**src/rtl/core/pts_pkg.sv**
```systemverilog
// shared constants and types for the priority task selector
// no dependencies; used by pts_cell, pts_ctrl and priority_task_selector_top
`default_nettype none

package pts_pkg;

   localparam int TASK_SLOTS_DEFAULT = 16;
   localparam int PRIO_W             = 8;
   localparam int OUT_IDX_W          = 4;
   localparam logic [PRIO_W-1:0] IDLE_PRIORITY = 8'd255;

   typedef enum logic {
      OP_CREATE   = 1'b0,
      OP_SCHEDULE = 1'b1
   } op_type;

   typedef enum logic [1:0] {
      STATUS_OK    = 2'd0,
      STATUS_FULL  = 2'd1,
      STATUS_EMPTY = 2'd2
   } status_type;

   typedef enum logic {
      ST_IDLE = 1'b0,
      ST_SCAN = 1'b1
   } state_type;

endpackage

`default_nettype wire

```
**src/rtl/core/pts_cell.sv**
```systemverilog
// one slot of the task table: holds a priority byte and one stage of the
// minimum-search token that walks the chain; depends on pts_pkg
`default_nettype none

module pts_cell #(
   parameter int TASK_SLOTS = pts_pkg::TASK_SLOTS_DEFAULT,
   parameter int CELL_INDEX = 0
) (
   input  wire logic                           clock,
   input  wire logic                           reset,
   input  wire logic                           wr_en,
   input  wire logic [$clog2(TASK_SLOTS)-1:0]  wr_slot,
   input  wire logic [pts_pkg::PRIO_W-1:0]     wr_prio,
   input  wire logic [$clog2(TASK_SLOTS+1)-1:0] task_count,
   input  wire logic [$clog2(TASK_SLOTS)-1:0]  running_task,
   input  wire logic                           tok_valid_i,
   input  wire logic [pts_pkg::PRIO_W-1:0]     tok_prio_i,
   input  wire logic [$clog2(TASK_SLOTS)-1:0]  tok_idx_i,
   output logic                                tok_valid_o,
   output logic [pts_pkg::PRIO_W-1:0]          tok_prio_o,
   output logic [$clog2(TASK_SLOTS)-1:0]       tok_idx_o
);

   localparam int IDX_W = $clog2(TASK_SLOTS);
   localparam int CNT_W = $clog2(TASK_SLOTS+1);

   logic [pts_pkg::PRIO_W-1:0] prio_ff, prio_in;
   logic                       tok_valid_ff;
   logic [pts_pkg::PRIO_W-1:0] tok_prio_ff, tok_prio_in;
   logic [IDX_W-1:0]           tok_idx_ff, tok_idx_in;
   logic                       filled, is_running, take;

   assign filled     = CNT_W'(CELL_INDEX) < task_count;
   assign is_running = running_task == IDX_W'(CELL_INDEX);
   // strictly smaller keeps the lowest index on ties
   assign take       = filled && !is_running && (prio_ff < tok_prio_i);

   always_comb begin
      prio_in = prio_ff;
      if (wr_en && (wr_slot == IDX_W'(CELL_INDEX))) begin
         prio_in = wr_prio;
      end
      tok_prio_in = tok_prio_i;
      tok_idx_in  = tok_idx_i;
      if (take) begin
         tok_prio_in = prio_ff;
         tok_idx_in  = IDX_W'(CELL_INDEX);
      end
   end

   always_ff @(posedge clock) begin
      prio_ff     <= prio_in;
      tok_prio_ff <= tok_prio_in;
      tok_idx_ff  <= tok_idx_in;
   end

   always_ff @(posedge clock) begin
      if (reset) begin
         tok_valid_ff <= 1'b0;
      end else begin
         tok_valid_ff <= tok_valid_i;
      end
   end

   assign tok_valid_o = tok_valid_ff;
   assign tok_prio_o  = tok_prio_ff;
   assign tok_idx_o   = tok_idx_ff;

endmodule

`default_nettype wire

```
**src/rtl/core/pts_ctrl.sv**
```systemverilog
// request sequencer: task count, running task, result register and
// launch of the search token into the cell chain; depends on pts_pkg
`default_nettype none

module pts_ctrl #(
   parameter int TASK_SLOTS = pts_pkg::TASK_SLOTS_DEFAULT
) (
   input  wire logic                            clock,
   input  wire logic                            reset,
   input  wire logic                            req_valid,
   output logic                                 req_stall,
   input  wire logic                            req_op,
   input  wire logic [pts_pkg::PRIO_W-1:0]      req_priority_req,
   output logic                                 rsp_valid,
   input  wire logic                            rsp_stall,
   output logic [1:0]                           rsp_status,
   output logic [pts_pkg::OUT_IDX_W-1:0]        rsp_task_index,
   output logic [pts_pkg::OUT_IDX_W-1:0]        rsp_previous_index,
   output logic                                 wr_en,
   output logic [$clog2(TASK_SLOTS)-1:0]        wr_slot,
   output logic [pts_pkg::PRIO_W-1:0]           wr_prio,
   output logic [$clog2(TASK_SLOTS+1)-1:0]      task_count,
   output logic [$clog2(TASK_SLOTS)-1:0]        running_task,
   output logic                                 launch,
   input  wire logic                            scan_valid,
   input  wire logic [$clog2(TASK_SLOTS)-1:0]   scan_idx
);

   localparam int IDX_W = $clog2(TASK_SLOTS);
   localparam int CNT_W = $clog2(TASK_SLOTS+1);
   localparam int OW    = pts_pkg::OUT_IDX_W;

   pts_pkg::state_type     state_ff, state_in;
   logic [CNT_W-1:0]       count_ff, count_in;
   logic [IDX_W-1:0]       running_ff, running_in;
   logic                   rsp_valid_ff, rsp_valid_in;
   logic [1:0]             rsp_status_ff, rsp_status_in;
   logic [OW-1:0]          rsp_index_ff, rsp_index_in;
   logic [OW-1:0]          rsp_prev_ff, rsp_prev_in;
   logic                   req_acc, full;
   logic [IDX_W+OW-1:0]    slot_ext, scan_ext, running_ext;

   // index fields carry only the low bits of wide slot numbers
   assign slot_ext    = {{OW{1'b0}}, count_ff[IDX_W-1:0]};
   assign scan_ext    = {{OW{1'b0}}, scan_idx};
   assign running_ext = {{OW{1'b0}}, running_ff};

   assign full      = count_ff == CNT_W'(TASK_SLOTS);
   assign req_stall = (state_ff != pts_pkg::ST_IDLE) || (rsp_valid_ff && rsp_stall);
   assign req_acc   = req_valid && !req_stall;

   always_comb begin
      state_in      = state_ff;
      count_in      = count_ff;
      running_in    = running_ff;
      rsp_valid_in  = rsp_valid_ff && rsp_stall;
      rsp_status_in = rsp_status_ff;
      rsp_index_in  = rsp_index_ff;
      rsp_prev_in   = rsp_prev_ff;
      wr_en         = 1'b0;
      launch        = 1'b0;
      case (state_ff)
         pts_pkg::ST_IDLE: begin
            if (req_acc) begin
               if (req_op == pts_pkg::OP_CREATE) begin
                  rsp_valid_in = 1'b1;
                  rsp_prev_in  = '0;
                  if (full) begin
                     rsp_status_in = pts_pkg::STATUS_FULL;
                     rsp_index_in  = '0;
                  end else begin
                     wr_en         = 1'b1;
                     count_in      = count_ff + CNT_W'(1);
                     rsp_status_in = pts_pkg::STATUS_OK;
                     rsp_index_in  = slot_ext[OW-1:0];
                  end
               end else if (count_ff == '0) begin
                  rsp_valid_in  = 1'b1;
                  rsp_status_in = pts_pkg::STATUS_EMPTY;
                  rsp_index_in  = running_ext[OW-1:0];
                  rsp_prev_in   = running_ext[OW-1:0];
               end else begin
                  launch   = 1'b1;
                  state_in = pts_pkg::ST_SCAN;
               end
            end
         end
         pts_pkg::ST_SCAN: begin
            // output register drained before the scan started, so it is free here
            if (scan_valid) begin
               rsp_valid_in  = 1'b1;
               rsp_status_in = pts_pkg::STATUS_OK;
               rsp_index_in  = scan_ext[OW-1:0];
               rsp_prev_in   = running_ext[OW-1:0];
               running_in    = scan_idx;
               state_in      = pts_pkg::ST_IDLE;
            end
         end
         default: begin
            state_in = pts_pkg::ST_IDLE;
         end
      endcase
   end

   always_ff @(posedge clock) begin
      if (reset) begin
         state_ff     <= pts_pkg::ST_IDLE;
         count_ff     <= '0;
         running_ff   <= '0;
         rsp_valid_ff <= 1'b0;
      end else begin
         state_ff     <= state_in;
         count_ff     <= count_in;
         running_ff   <= running_in;
         rsp_valid_ff <= rsp_valid_in;
      end
   end

   always_ff @(posedge clock) begin
      rsp_status_ff <= rsp_status_in;
      rsp_index_ff  <= rsp_index_in;
      rsp_prev_ff   <= rsp_prev_in;
   end

   assign wr_slot            = count_ff[IDX_W-1:0];
   assign wr_prio            = req_priority_req;
   assign task_count         = count_ff;
   assign running_task       = running_ff;
   assign rsp_valid          = rsp_valid_ff;
   assign rsp_status         = rsp_status_ff;
   assign rsp_task_index     = rsp_index_ff;
   assign rsp_previous_index = rsp_prev_ff;

   a_scan_in_scan: assert property (@(posedge clock) disable iff (reset)
      scan_valid |-> (state_ff == pts_pkg::ST_SCAN))
      else $error("search token left the chain outside a scan");

   a_count_bound: assert property (@(posedge clock) disable iff (reset)
      count_ff <= CNT_W'(TASK_SLOTS))
      else $error("task count above table size");

   a_rsp_source: assert property (@(posedge clock) disable iff (reset)
      ($rose(rsp_valid_ff) && !$past(reset)) |-> $past(req_acc || scan_valid))
      else $error("response without request or finished scan");

   a_running_change: assert property (@(posedge clock) disable iff (reset)
      (!$stable(running_ff) && !$past(reset)) |-> $past(scan_valid))
      else $error("running task changed outside a schedule");

endmodule

`default_nettype wire

```
**src/rtl/core/priority_task_selector_top.sv**
```systemverilog
// priority task selector: create requests fill the next slot, schedule
// requests pick the most urgent other slot. create: result registered in the
// cycle after acceptance. schedule: token walks the TASK_SLOTS cell registers,
// then the result register. one request in flight at a time; a new request
// is taken once the result register is free or being taken.
// reset clears task count, running task and token valids; the table is not cleared
`default_nettype none

module priority_task_selector_top #(
   parameter int TASK_SLOTS = pts_pkg::TASK_SLOTS_DEFAULT
) (
   input  wire logic                         clock,
   input  wire logic                         reset,
   input  wire logic                         req_valid,
   output logic                              req_stall,
   input  wire logic                         req_op,
   input  wire logic [pts_pkg::PRIO_W-1:0]   req_priority_req,
   output logic                              rsp_valid,
   input  wire logic                         rsp_stall,
   output logic [1:0]                        rsp_status,
   output logic [pts_pkg::OUT_IDX_W-1:0]     rsp_task_index,
   output logic [pts_pkg::OUT_IDX_W-1:0]     rsp_previous_index
);

   localparam int IDX_W = $clog2(TASK_SLOTS);
   localparam int CNT_W = $clog2(TASK_SLOTS+1);

   logic                        wr_en;
   logic [IDX_W-1:0]            wr_slot;
   logic [pts_pkg::PRIO_W-1:0]  wr_prio;
   logic [CNT_W-1:0]            task_count;
   logic [IDX_W-1:0]            running_task;
   logic                        launch;

   logic                        tok_valid [TASK_SLOTS+1];
   logic [pts_pkg::PRIO_W-1:0]  tok_prio  [TASK_SLOTS+1];
   logic [IDX_W-1:0]            tok_idx   [TASK_SLOTS+1];

   // token enters with the idle priority and slot 0 as the fallback choice
   assign tok_valid[0] = launch;
   assign tok_prio[0]  = pts_pkg::IDLE_PRIORITY;
   assign tok_idx[0]   = '0;

   pts_ctrl #(
      .TASK_SLOTS(TASK_SLOTS)
   ) u_ctrl (
      .clock              (clock),
      .reset              (reset),
      .req_valid          (req_valid),
      .req_stall          (req_stall),
      .req_op             (req_op),
      .req_priority_req   (req_priority_req),
      .rsp_valid          (rsp_valid),
      .rsp_stall          (rsp_stall),
      .rsp_status         (rsp_status),
      .rsp_task_index     (rsp_task_index),
      .rsp_previous_index (rsp_previous_index),
      .wr_en              (wr_en),
      .wr_slot            (wr_slot),
      .wr_prio            (wr_prio),
      .task_count         (task_count),
      .running_task       (running_task),
      .launch             (launch),
      .scan_valid         (tok_valid[TASK_SLOTS]),
      .scan_idx           (tok_idx[TASK_SLOTS])
   );

   for (genvar g = 0; g < TASK_SLOTS; g++) begin : g_cell
      pts_cell #(
         .TASK_SLOTS(TASK_SLOTS),
         .CELL_INDEX(g)
      ) u_cell (
         .clock        (clock),
         .reset        (reset),
         .wr_en        (wr_en),
         .wr_slot      (wr_slot),
         .wr_prio      (wr_prio),
         .task_count   (task_count),
         .running_task (running_task),
         .tok_valid_i  (tok_valid[g]),
         .tok_prio_i   (tok_prio[g]),
         .tok_idx_i    (tok_idx[g]),
         .tok_valid_o  (tok_valid[g+1]),
         .tok_prio_o   (tok_prio[g+1]),
         .tok_idx_o    (tok_idx[g+1])
      );
   end

endmodule

`default_nettype wire

```
**config.mk**
```make
export PLATFORM = sky130hd
export DESIGN_NAME = priority_task_selector_top
export DESIGN_NICKNAME = d
export VERILOG_FILES = /design/src/rtl/core/pts_pkg.sv /design/src/rtl/core/pts_cell.sv /design/src/rtl/core/pts_ctrl.sv /design/src/rtl/core/priority_task_selector_top.sv
export SDC_FILE = /design/constraint.sdc
export NUM_CORES = 1
export LEC_CHECK = 0
export BUFFER_PORTS_ARGS = -buffer_cell sky130_fd_sc_hd__buf_2
export CAP_MARGIN = 20
export CELL_PAD_IN_SITES_DETAIL_PLACEMENT = 0
export CELL_PAD_IN_SITES_GLOBAL_PLACEMENT = 1
export CORE_ASPECT_RATIO = 1.4
export CORE_MARGIN = 8
export CORE_UTILIZATION = 57
export CTS_CLUSTER_SIZE = 10
export DETAILED_ROUTE_END_ITERATION = 6
export PLACE_DENSITY_LB_ADDON = 0.1
export RECOVER_POWER = 25
export SETUP_SLACK_MARGIN = 0.15
export SLEW_MARGIN = 20
export SYNTH_ARGS = -nofsm -noshare
export SYNTH_HDL_FRONTEND = slang
export SYNTH_HIERARCHICAL = 1
export SYNTH_SLANG_ARGS = --single-unit
```
**constraint.sdc**
```tcl
create_clock -name clock -period 9.2 [get_ports clock]
set_input_delay 1.38 -clock clock [delete_from_list [all_inputs] [get_ports clock]]
set_output_delay 1.38 -clock clock [all_outputs]
set_load 0.1 [all_outputs]
```
==> metrics.txt, run 1 <==
status=complete, no violations; first-pass detailed-route iteration total=7; relative slew slack=between 10% and 20%; worst vdd ir=0.182 mV; dpl cell area=0.0155 mm²; fillers=between 2000 and 2500; Pwr Density=201 mW/mm²; initial antenna violation count=0; Syn Inst Count=approximately 1100; Worst Hold Class=flop to flop; commonest cells after routing, fill and taps aside=dfxtp_1, edfxtp_1, inv_1; WS Path Type=primary input to output port; total wire length=between 30 and 40 mm; DRC=0; starting density of the core=approximately 58%; Reg clk slew, reported paths=roughly 0.05 ns; Root Buffer Master=clkbuf_16; CP endpoint kind=output port; wire length on met2=about 16 mm; CTS buffer count=40; met3 WL post-DR=approximately 1.4 mm; most used cell, CP=buf_2; core footprint=between 0.02 and 0.03 mm²; CP Cell Sequence=buf_2 > a21o_1 > buf_2; fmax=approximately 290 MHz; PostCTS Resize Cnt=0; Antenna Cells=0; synthesis-to-finish area growth=10.4%; Pint=2.61 mW; Post-Syn Area=about 0.015 mm²; die footprint=between 0.03 and 0.04 mm²; setup tns final=0 ns; WP data required=a little under 8 ns; clock power share=between 40% and 50%; area occupied by registers=about 0.0084 mm²; Worst Skew=around 0.019 ns; Switch Pwr=0.742 mW; GRT overflow=0; H-tree levels=2; area of the multi-input gates=around 0.006 mm²; Slew Viols, Final=0; Tcrit/Tclk final=37.1%; DR vias/cell=5.45; CP max stage cell=buf_2; Post-DRT Antenna Nets=0; Crit path largest cell delay=0.42 ns; M1 WL=12.3 mm; Ys Warns=6; CTS tree=done; Comb power frac=under 10%; switching share of power=22.1%; Wirelength per Cell=around 20 µm; Final Instance Area=about 0.017 mm²; port bufs=24; hpwl dp=19.8 mm; Setup Fix Bufs, Post-CTS=0; Nets=between 1000 and 1500; worst-skew pair later-pin latency=about 0.53 ns; vias in the first global route=8613; RSZ-0062 raised after global routing=false; crit path launch type=primary input; max-cap violations=0; CTS Hold Bufs=0; row cnt=70; Max FO, Critical Path=4; pre-CTS setup slack=5.73 ns; pin count of the biggest net entering global routing=38; CTS max path bufs=3; Finished Layout Cells=roughly 1500; die span in x=153 µm; Final Hold Fails=0; DR iter-0 viols=421; commonest non-fill, non-tap cell in the layout=dfxtp_1; number of cells after detailed placement=around 1500; vias=a little over 8000; Final Critical Period=roughly 3.4 ns; overall track demand over capacity in global routing=19.3%; final worst slack=slightly below 6 ns; # setup viols final=0; share of cells above drive strength 1=23.5%; Top Layer Used=met4; Arr. time, crit path=approximately 2.0 ns; global-route wire length before repair=roughly 48 mm; Die Span Y=~210 µm; Worst-Margin Slew=approximately 1.3 ns; register share of total power=between 50% and 60%; Final Total Pwr=3.35 mW; CTS sink cnt=349; worst path bufs/invs=2; CP top delay family=buffers and inverters; Avg Cell Area, Syn=between 10 and 15 µm²; Placer Congestion=0.773; Top Ports=25; Leak=7.18 nW
layer usage:
layer | GRT usage [%] | vias up
met5 | 0 | -
met4 | 7.69 | 0
met3 | 3.24 | 70
met2 | 34.6 | 164
met1 | 22.6 | 4008
li1 | - | 4047
path summary, 6_finish.rpt:
| kind | from | to | slack (ns) | depth (start not counted) |
|---|---|---|---|---|
| setup reg to reg | u_ctrl/task_count[2] | g_cell[5].u_cell/prio_ff[0] | 6.11 | 6 |
| setup / recovery | rsp_stall | req_stall | 5.79 | 3 |
| hold reg to reg | g_cell[12].u_cell/tok_idx_o[3] | g_cell[13].u_cell/tok_idx_o[3] | 0.40 | 1 |
| hold / removal | g_cell[12].u_cell/tok_idx_o[3] | g_cell[13].u_cell/tok_idx_o[3] | 0.40 | 1 |
cell type report:
class / count / area share (%)
flip-flops and latches: 349 / 50.3
repair buffers: 40 / 1.37
clock inverters: 2 / 0.105
inverters: 119 / 2.69
well taps: 324 / 2.44
clock buffers: 69 / 6.80
multi-input cells: 618 / 36.3
registers in the layout, summed over array words and instances (netlist names):
register                   cells
g_cell.u_cell/tok_idx_o       64
g_cell.u_cell/tok_prio_o     120
u_ctrl/task_count              5
g_cell.u_cell/prio_ff        128
u_ctrl/rsp_previous_index      4
u_ctrl/running_task            4
u_ctrl/rsp_status              2
u_ctrl/state_ff                1
u_ctrl/rsp_task_index          4
u_ctrl/rsp_valid               1
g_cell.u_cell/tok_valid_o     16
power by group through the flow:
| stage | sequential [mW] | clock [mW] | combinational (mW) |
|---|---|---|---|
| global placement | 1.74 | 0 | 0.236 |
| finish | 1.71 | 1.40 | 0.238 |
| detailed placement | 1.74 | 0 | 0.240 |
| global route | 1.71 | 1.50 | 0.263 |
| floorplan | 1.76 | 0 | 0.159 |
| CTS | 1.71 | 1.44 | 0.241 |
worst reg2reg max path, cell delays in order (launching register included):
cell and delay (ns):
dfxtp_1 0.77, buf_4 0.45, and4bb_2 0.32, nor3_2 0.18, buf_4 0.34, nand4b_1 0.15, nor2_1 0.51
metrics by stage:
stage               hold slack (ns)  util (%)
floorplan                     0.385         -
global placement              0.390      59.3
detailed placement            0.396      59.3
CTS                           0.408      63.7
global route                  0.424      63.7
finish                        0.405      63.7
Note: power is estimated with default switching activity, not from simulation.
==> run 2, diff against run 1 <==
ABC_AREA = 1   (was unset)
CORE_UTILIZATION = 50   (was 57)
clock period = 3.42 ns   (was 9.2 ns; I/O delays follow)
==> run 2 against run 1 <==
Via count increased by 26%. Count of clock-buffer cells in the layout decreased by 1. Largest power group unchanged. Highest routed layer unchanged. Register-to-register slack got worse by 5.0 ns.
==> metrics.txt, run 2 <==
hpwl dp=22.2 mm (+12%); row cnt=77 (+10%); Final Total Pwr=9.04 mW (+170%); CTS tree=done; commonest cells after routing, fill and taps aside=nand2_1, inv_1, dfxtp_1; Wirelength per Cell=14.9 µm (-25%); Root Buffer Master=clkbuf_16; vias in the first global route=10319 (+20%); share of cells above drive strength 1=12.4% (-11 points); DR vias/cell=4.82 (-12%); register share of total power=50.8% (-0.2 points); Final Instance Area=0.0173 mm² (+4.2%); Die Span Y=226 µm (+8.3%); max reg flops=128 (unchanged); Worst Hold Class=primary input to flop; PostCTS Resize Cnt=0 (unchanged); Nets=1877 (+45%); CP Cell Sequence=nand3_4 > nand2_4 > nor2_8 > nand3_1 > nor2_1; synthesis-to-finish area growth=10.3% (about the same); Worst Skew=0.0122 ns (-0.00677 ns); port bufs=24 (unchanged); initial antenna violation count=1 (+1); Crit path largest cell delay=0.59 ns (+0.17 ns); switching share of power=23.0% (+0.84 points); relative slew slack=3.84% (-12 points); Pint=6.97 mW (+170%); Post-DRT Antenna Nets=0 (unchanged); Antenna Cells=0 (unchanged); die footprint=0.0374 mm² (+17%); CTS buffer count=41 (+2.5%); Max FO, Critical Path=20 (+16); total wire length=32.3 mm (+6.7%); CP top delay family=simple AND/OR/NAND/NOR gates; vias=10463 (+26%); Leak=8.23 nW (+15%); pin count of the biggest net entering global routing=36 (-5.3%); Pwr Density=522 mW/mm² (+160%); fillers=2903 (+43%); Final Critical Period=2.27 ns; clock power share=42.4% (+0.5 points); fmax=440 MHz; Switch Pwr=2.08 mW (+180%); overall track demand over capacity in global routing=17.3% (-2.0 points); register bank with the most flops=g_cell.u_cell/prio_ff; CTS sink cnt=349 (unchanged); area occupied by registers=0.00837 mm² (unchanged); max-cap violations=0 (unchanged); Slew Viols, Final=0 (unchanged); CP max stage cell=dfxtp_1; Reg clk slew, reported paths=0.06 ns (about the same); Top Ports=25 (unchanged); Hold WS=0.354 ns (-0.0504 ns); status=complete, no violations; worst-skew pair later-pin latency=0.53 ns (about the same); final core occ=55.5% (-8.2 points); core footprint=0.0312 mm² (+20%); WP data required=3.57 ns (-4.25 ns); Tcrit/Tclk final=around 66%; WS Path Type=flop to flop; global-route wire length before repair=52.3 mm (+9.3%); dpl cell area=0.0162 mm² (+4.5%); Ys Warns=6 (unchanged); worst path bufs/invs=0 (-2); setup tns final=0 ns (unchanged); first-pass detailed-route iteration total=4 (-3); DR iter-0 viols=470 (+12%); DRC=0 (unchanged); Syn Inst Count=1681 (+53%); area of the multi-input gates=0.00600 mm² (-0.52%); crit path launch type=flop; Arr. time, crit path=2.43 ns (+0.40 ns); Comb power frac=6.9% (-0.2 points); RSZ-0062 raised after global routing=false; starting density of the core=50.3% (-7.4 points); Post-Syn Area=0.0157 mm² (+4.2%); Placer Congestion=0.812 (+5.0%); Worst-Margin Slew=1.44 ns (+0.181 ns); H-tree levels=2 (unchanged); commonest non-fill, non-tap cell in the layout=nand2_1; GRT overflow=0 (unchanged); die span in x=166 µm (+8.1%); # setup viols final=0 (unchanged); CP endpoint kind=flop; worst vdd ir=0.433 mV (+140%); Setup Fix Bufs, Post-CTS=0 (unchanged); CTS Hold Bufs=0 (unchanged); Final Hold Fails=0 (unchanged); Avg Cell Area, Syn=9.34 µm² (-32%); CTS max path bufs=3 (unchanged)
-- run 2: area by class of cell --
| class | count | area share [%] |
|---|---|---|
| timing repair buffer | 45 | 1.55 |
| inverter | 274 | 5.97 |
| multi-input combinational | 1039 | 34.6 |
| sequential | 349 | 48.3 |
| clock inverter | 1 | 0.0433 |
| clock buffer | 68 | 6.62 |
| tap | 395 | 2.85 |
-- run 2: power groups by stage --
stage / logic, mW / registers (mW) / clock network (mW)
4_1_cts: 0.632 / 4.59 / 3.95
3_3_place_gp: 0.615 / 4.68 / 0
5_1_grt: 0.715 / 4.61 / 4.12
3_5_place_dp: 0.628 / 4.68 / 0
2_1_floorplan: 0.421 / 4.71 / 0
6_report: 0.620 / 4.59 / 3.83
-- run 2: layer usage --
metal / share of wire (%) / GRT usage, % / routed length [µm]
met5: 0 / 0 / 0
met4: 2.8 / 6.85 / 911
met3: 3.6 / 2.91 / 1160
met2: 52 / 32.0 / 16800
met1: 42 / 19.5 / 13400
-- run 2: worst min-delay path: stages --
cell and delay (ns):
buf_2 0.13, nand3_1 0.12, a21oi_1 0.07
-- run 2: path summary, 6_finish.rpt --
check	from	end	slack, ns	cells after the start
min	req_op	u_ctrl/state_ff	0.35	3
max	u_ctrl/task_count[4]	g_cell[15].u_cell/prio_ff[4]	1.15	5
min reg2reg	g_cell[7].u_cell/tok_valid_o	g_cell[8].u_cell/tok_valid_o	0.40	2
max reg2reg	u_ctrl/task_count[4]	g_cell[15].u_cell/prio_ff[4]	1.15	5
-- run 2: stage by stage --
stage | setup slack [ns] | std cells
3_3_place_gp | 1.26 | 2102
5_1_grt | 0.960 | 2171
2_1_floorplan | 0.798 | 1699
6_report | 1.15 | 2171
3_5_place_dp | 1.17 | 2102
4_1_cts | 1.15 | 2171
==> run 3, diff against run 2 <==
clock period = 2.15 ns   (was 3.42 ns; I/O delays follow)
==> run 3 against run 2 <==
Die area did not move. Critical path depth rose by 4. Final cell count rose by 1.1%. Clock skew barely moved. Critical path type unchanged. Largest cell class unchanged.
==> metrics.txt, run 3 (synthesis gave the netlist of run 2 again) <==
status=complete, no violations; Antenna Cells=0 (unchanged); CP max stage cell=dfxtp_2; GRT overflow=0 (unchanged); global-route wire length before repair=53.8 mm (+2.8%); # setup viols final=0 (unchanged); pin count of the biggest net entering global routing=36 (unchanged); Nets=1901 (+1.3%); relative slew slack=7.59% (+3.8 points); met1 usage=20.0% (+0.50 points); Leak=8.39 nW (+1.9%); Worst Hold Class=primary input to flop; fillers=2868 (-1.2%); commonest cells after routing, fill and taps aside=nand2_1, inv_1, dfxtp_1; CTS max path bufs=3 (unchanged); row cnt=77 (unchanged); max reg flops=128 (unchanged); worst vdd ir=0.654 mV (+51%); Worst Skew=0.0120 ns (-0.000243 ns); CTS sink cnt=349 (unchanged); Crit path largest cell delay=0.32 ns (-0.27 ns); CP endpoint kind=flop; WP data required=2.39 ns (-1.18 ns); met3 Resource Use GR=2.52% (-0.38 points); crit path launch type=flop; Placer Congestion=0.807 (-0.59%); Wirelength per Cell=15.2 µm (+2.2%); Top Ports=25 (unchanged); max-cap violations=0 (unchanged); die span in x=166 µm (unchanged); core footprint=0.0312 mm² (unchanged); share of cells above drive strength 1=14.7% (+2.2 points); Pwr Density=816 mW/mm² (+56%); GRT busiest layer=met2; Max FO, Critical Path=20 (unchanged); H-tree levels=2 (unchanged); Die Span Y=226 µm (unchanged); DRC=0 (unchanged); Post-DRT Antenna Nets=0 (unchanged); Reg clk slew, reported paths=0.05 ns (about the same); fmax=531 MHz (+21%); final worst slack=0.265 ns (-0.881 ns); Arr. time, crit path=2.13 ns (-0.30 ns); worst-skew pair later-pin latency=0.53 ns (about the same); die footprint=0.0374 mm² (unchanged); DR vias/cell=4.83 (+0.20%); Slew Viols, Final=0 (unchanged); port bufs=24 (unchanged); pre-CTS setup slack=0.181 ns (-0.987 ns); CTS buffer count=41 (unchanged); RSZ-0062 raised after global routing=false; starting density of the core=50.3% (unchanged); hpwl dp=22.9 mm (+3.3%); Worst-Margin Slew=1.39 ns (-0.0563 ns); vias=10600 (+1.3%); first-pass detailed-route iteration total=5 (+1); CTS tree=done; met2 usage in global routing=34.0% (+2.0 points); register bank with the most flops=g_cell.u_cell/prio_ff; WS Path Type=flop to flop; setup tns final=0 ns (unchanged); CP Cell Sequence=inv_1 > ha_1 > nand3_4 > nand2_4 > nor2_8 > buf_12 > nand2_1 > nor4_4 > buf_6; Root Buffer Master=clkbuf_16; overall track demand over capacity in global routing=17.9% (+0.61 points); DR iter-0 viols=424 (-9.8%); Tcrit/Tclk final=87.7% (+21 points); Final Critical Period=1.88 ns (-0.389 ns); Hold WS=0.139 ns (-0.215 ns); commonest non-fill, non-tap cell in the layout=nand2_1; vias in the first global route=10474 (+1.5%); synthesis-to-finish area growth=12.8%; initial antenna violation count=1 (unchanged); total wire length=33.4 mm (+3.3%); Final Hold Fails=0 (unchanged)
==> run 3: cell type report <==
type	instances	area, µm²	area share (%)
clock buffer	68	1160	6.54
clock inverter	1	3.75	0.0212
inverter	274	1030	5.84
multi-input combinational	1039	6150	34.7
sequential	349	8370	47.3
tap	395	494	2.79
timing repair buffer	69	492	2.78
==> run 3: final timing paths <==
| path | endpoint | cells after the start | slack [ns] | from |
|---|---|---|---|---|
| hold / removal | u_ctrl/state_ff | 3 | 0.14 | req_op |
| setup / recovery | g_cell[8].u_cell/prio_ff[1] | 9 | 0.27 | u_ctrl/task_count[0] |
| hold reg to reg | g_cell[11].u_cell/tok_valid_o | 2 | 0.40 | g_cell[10].u_cell/tok_valid_o |
| setup reg to reg | g_cell[8].u_cell/prio_ff[1] | 9 | 0.27 | u_ctrl/task_count[0] |
==> run 3: per-layer routing <==
| layer | vias up | part of all wire (%) |
|---|---|---|
| met4 | 0 | 2.7 |
| met1 | 4887 | 41 |
| li1 | 5504 | - |
| met5 | - | 0 |
| met3 | 70 | 3.1 |
| met2 | 139 | 53 |
==> run 3: power by group <==
group          switching (mW)  internal (mW)
Combinational           0.685          0.332
Clock                    2.49           3.63
Sequential              0.144           7.16
==> run 3: per-stage QoR <==
| stage | util (%) | instances | power, mW | cell area, µm² |
|---|---|---|---|---|
| 2_1_floorplan | - | 1699 | 8.18 | 15900 |
| 3_3_place_gp | 52.9 | 2123 | 8.45 | 16500 |
| 3_5_place_dp | 52.9 | 2123 | 8.47 | 16500 |
| 4_1_cts | 56.7 | 2192 | 14.7 | 17700 |
| 5_1_grt | 56.7 | 2195 | 15.1 | 17700 |
| 6_report | 56.7 | 2195 | 14.4 | 17700 |
==> run 3: worst max-delay path, delay by kind of cell, from the launching register on <==
family / cells / cell delay (ns)
buf+inv: 3 / 0.40
simple gates: 5 / 0.62
fa+ha+maj: 1 / 0.24
flops: 1 / 0.32
==> run 3: repair_timing <==
action,4_1_cts,5_1_grt
hold endpoints to repair,0,0
endpoints found under the setup margin,1,16
hold buffers,0,0
buffers inserted,0,3
pin swaps,0,2
resized for setup,1,1
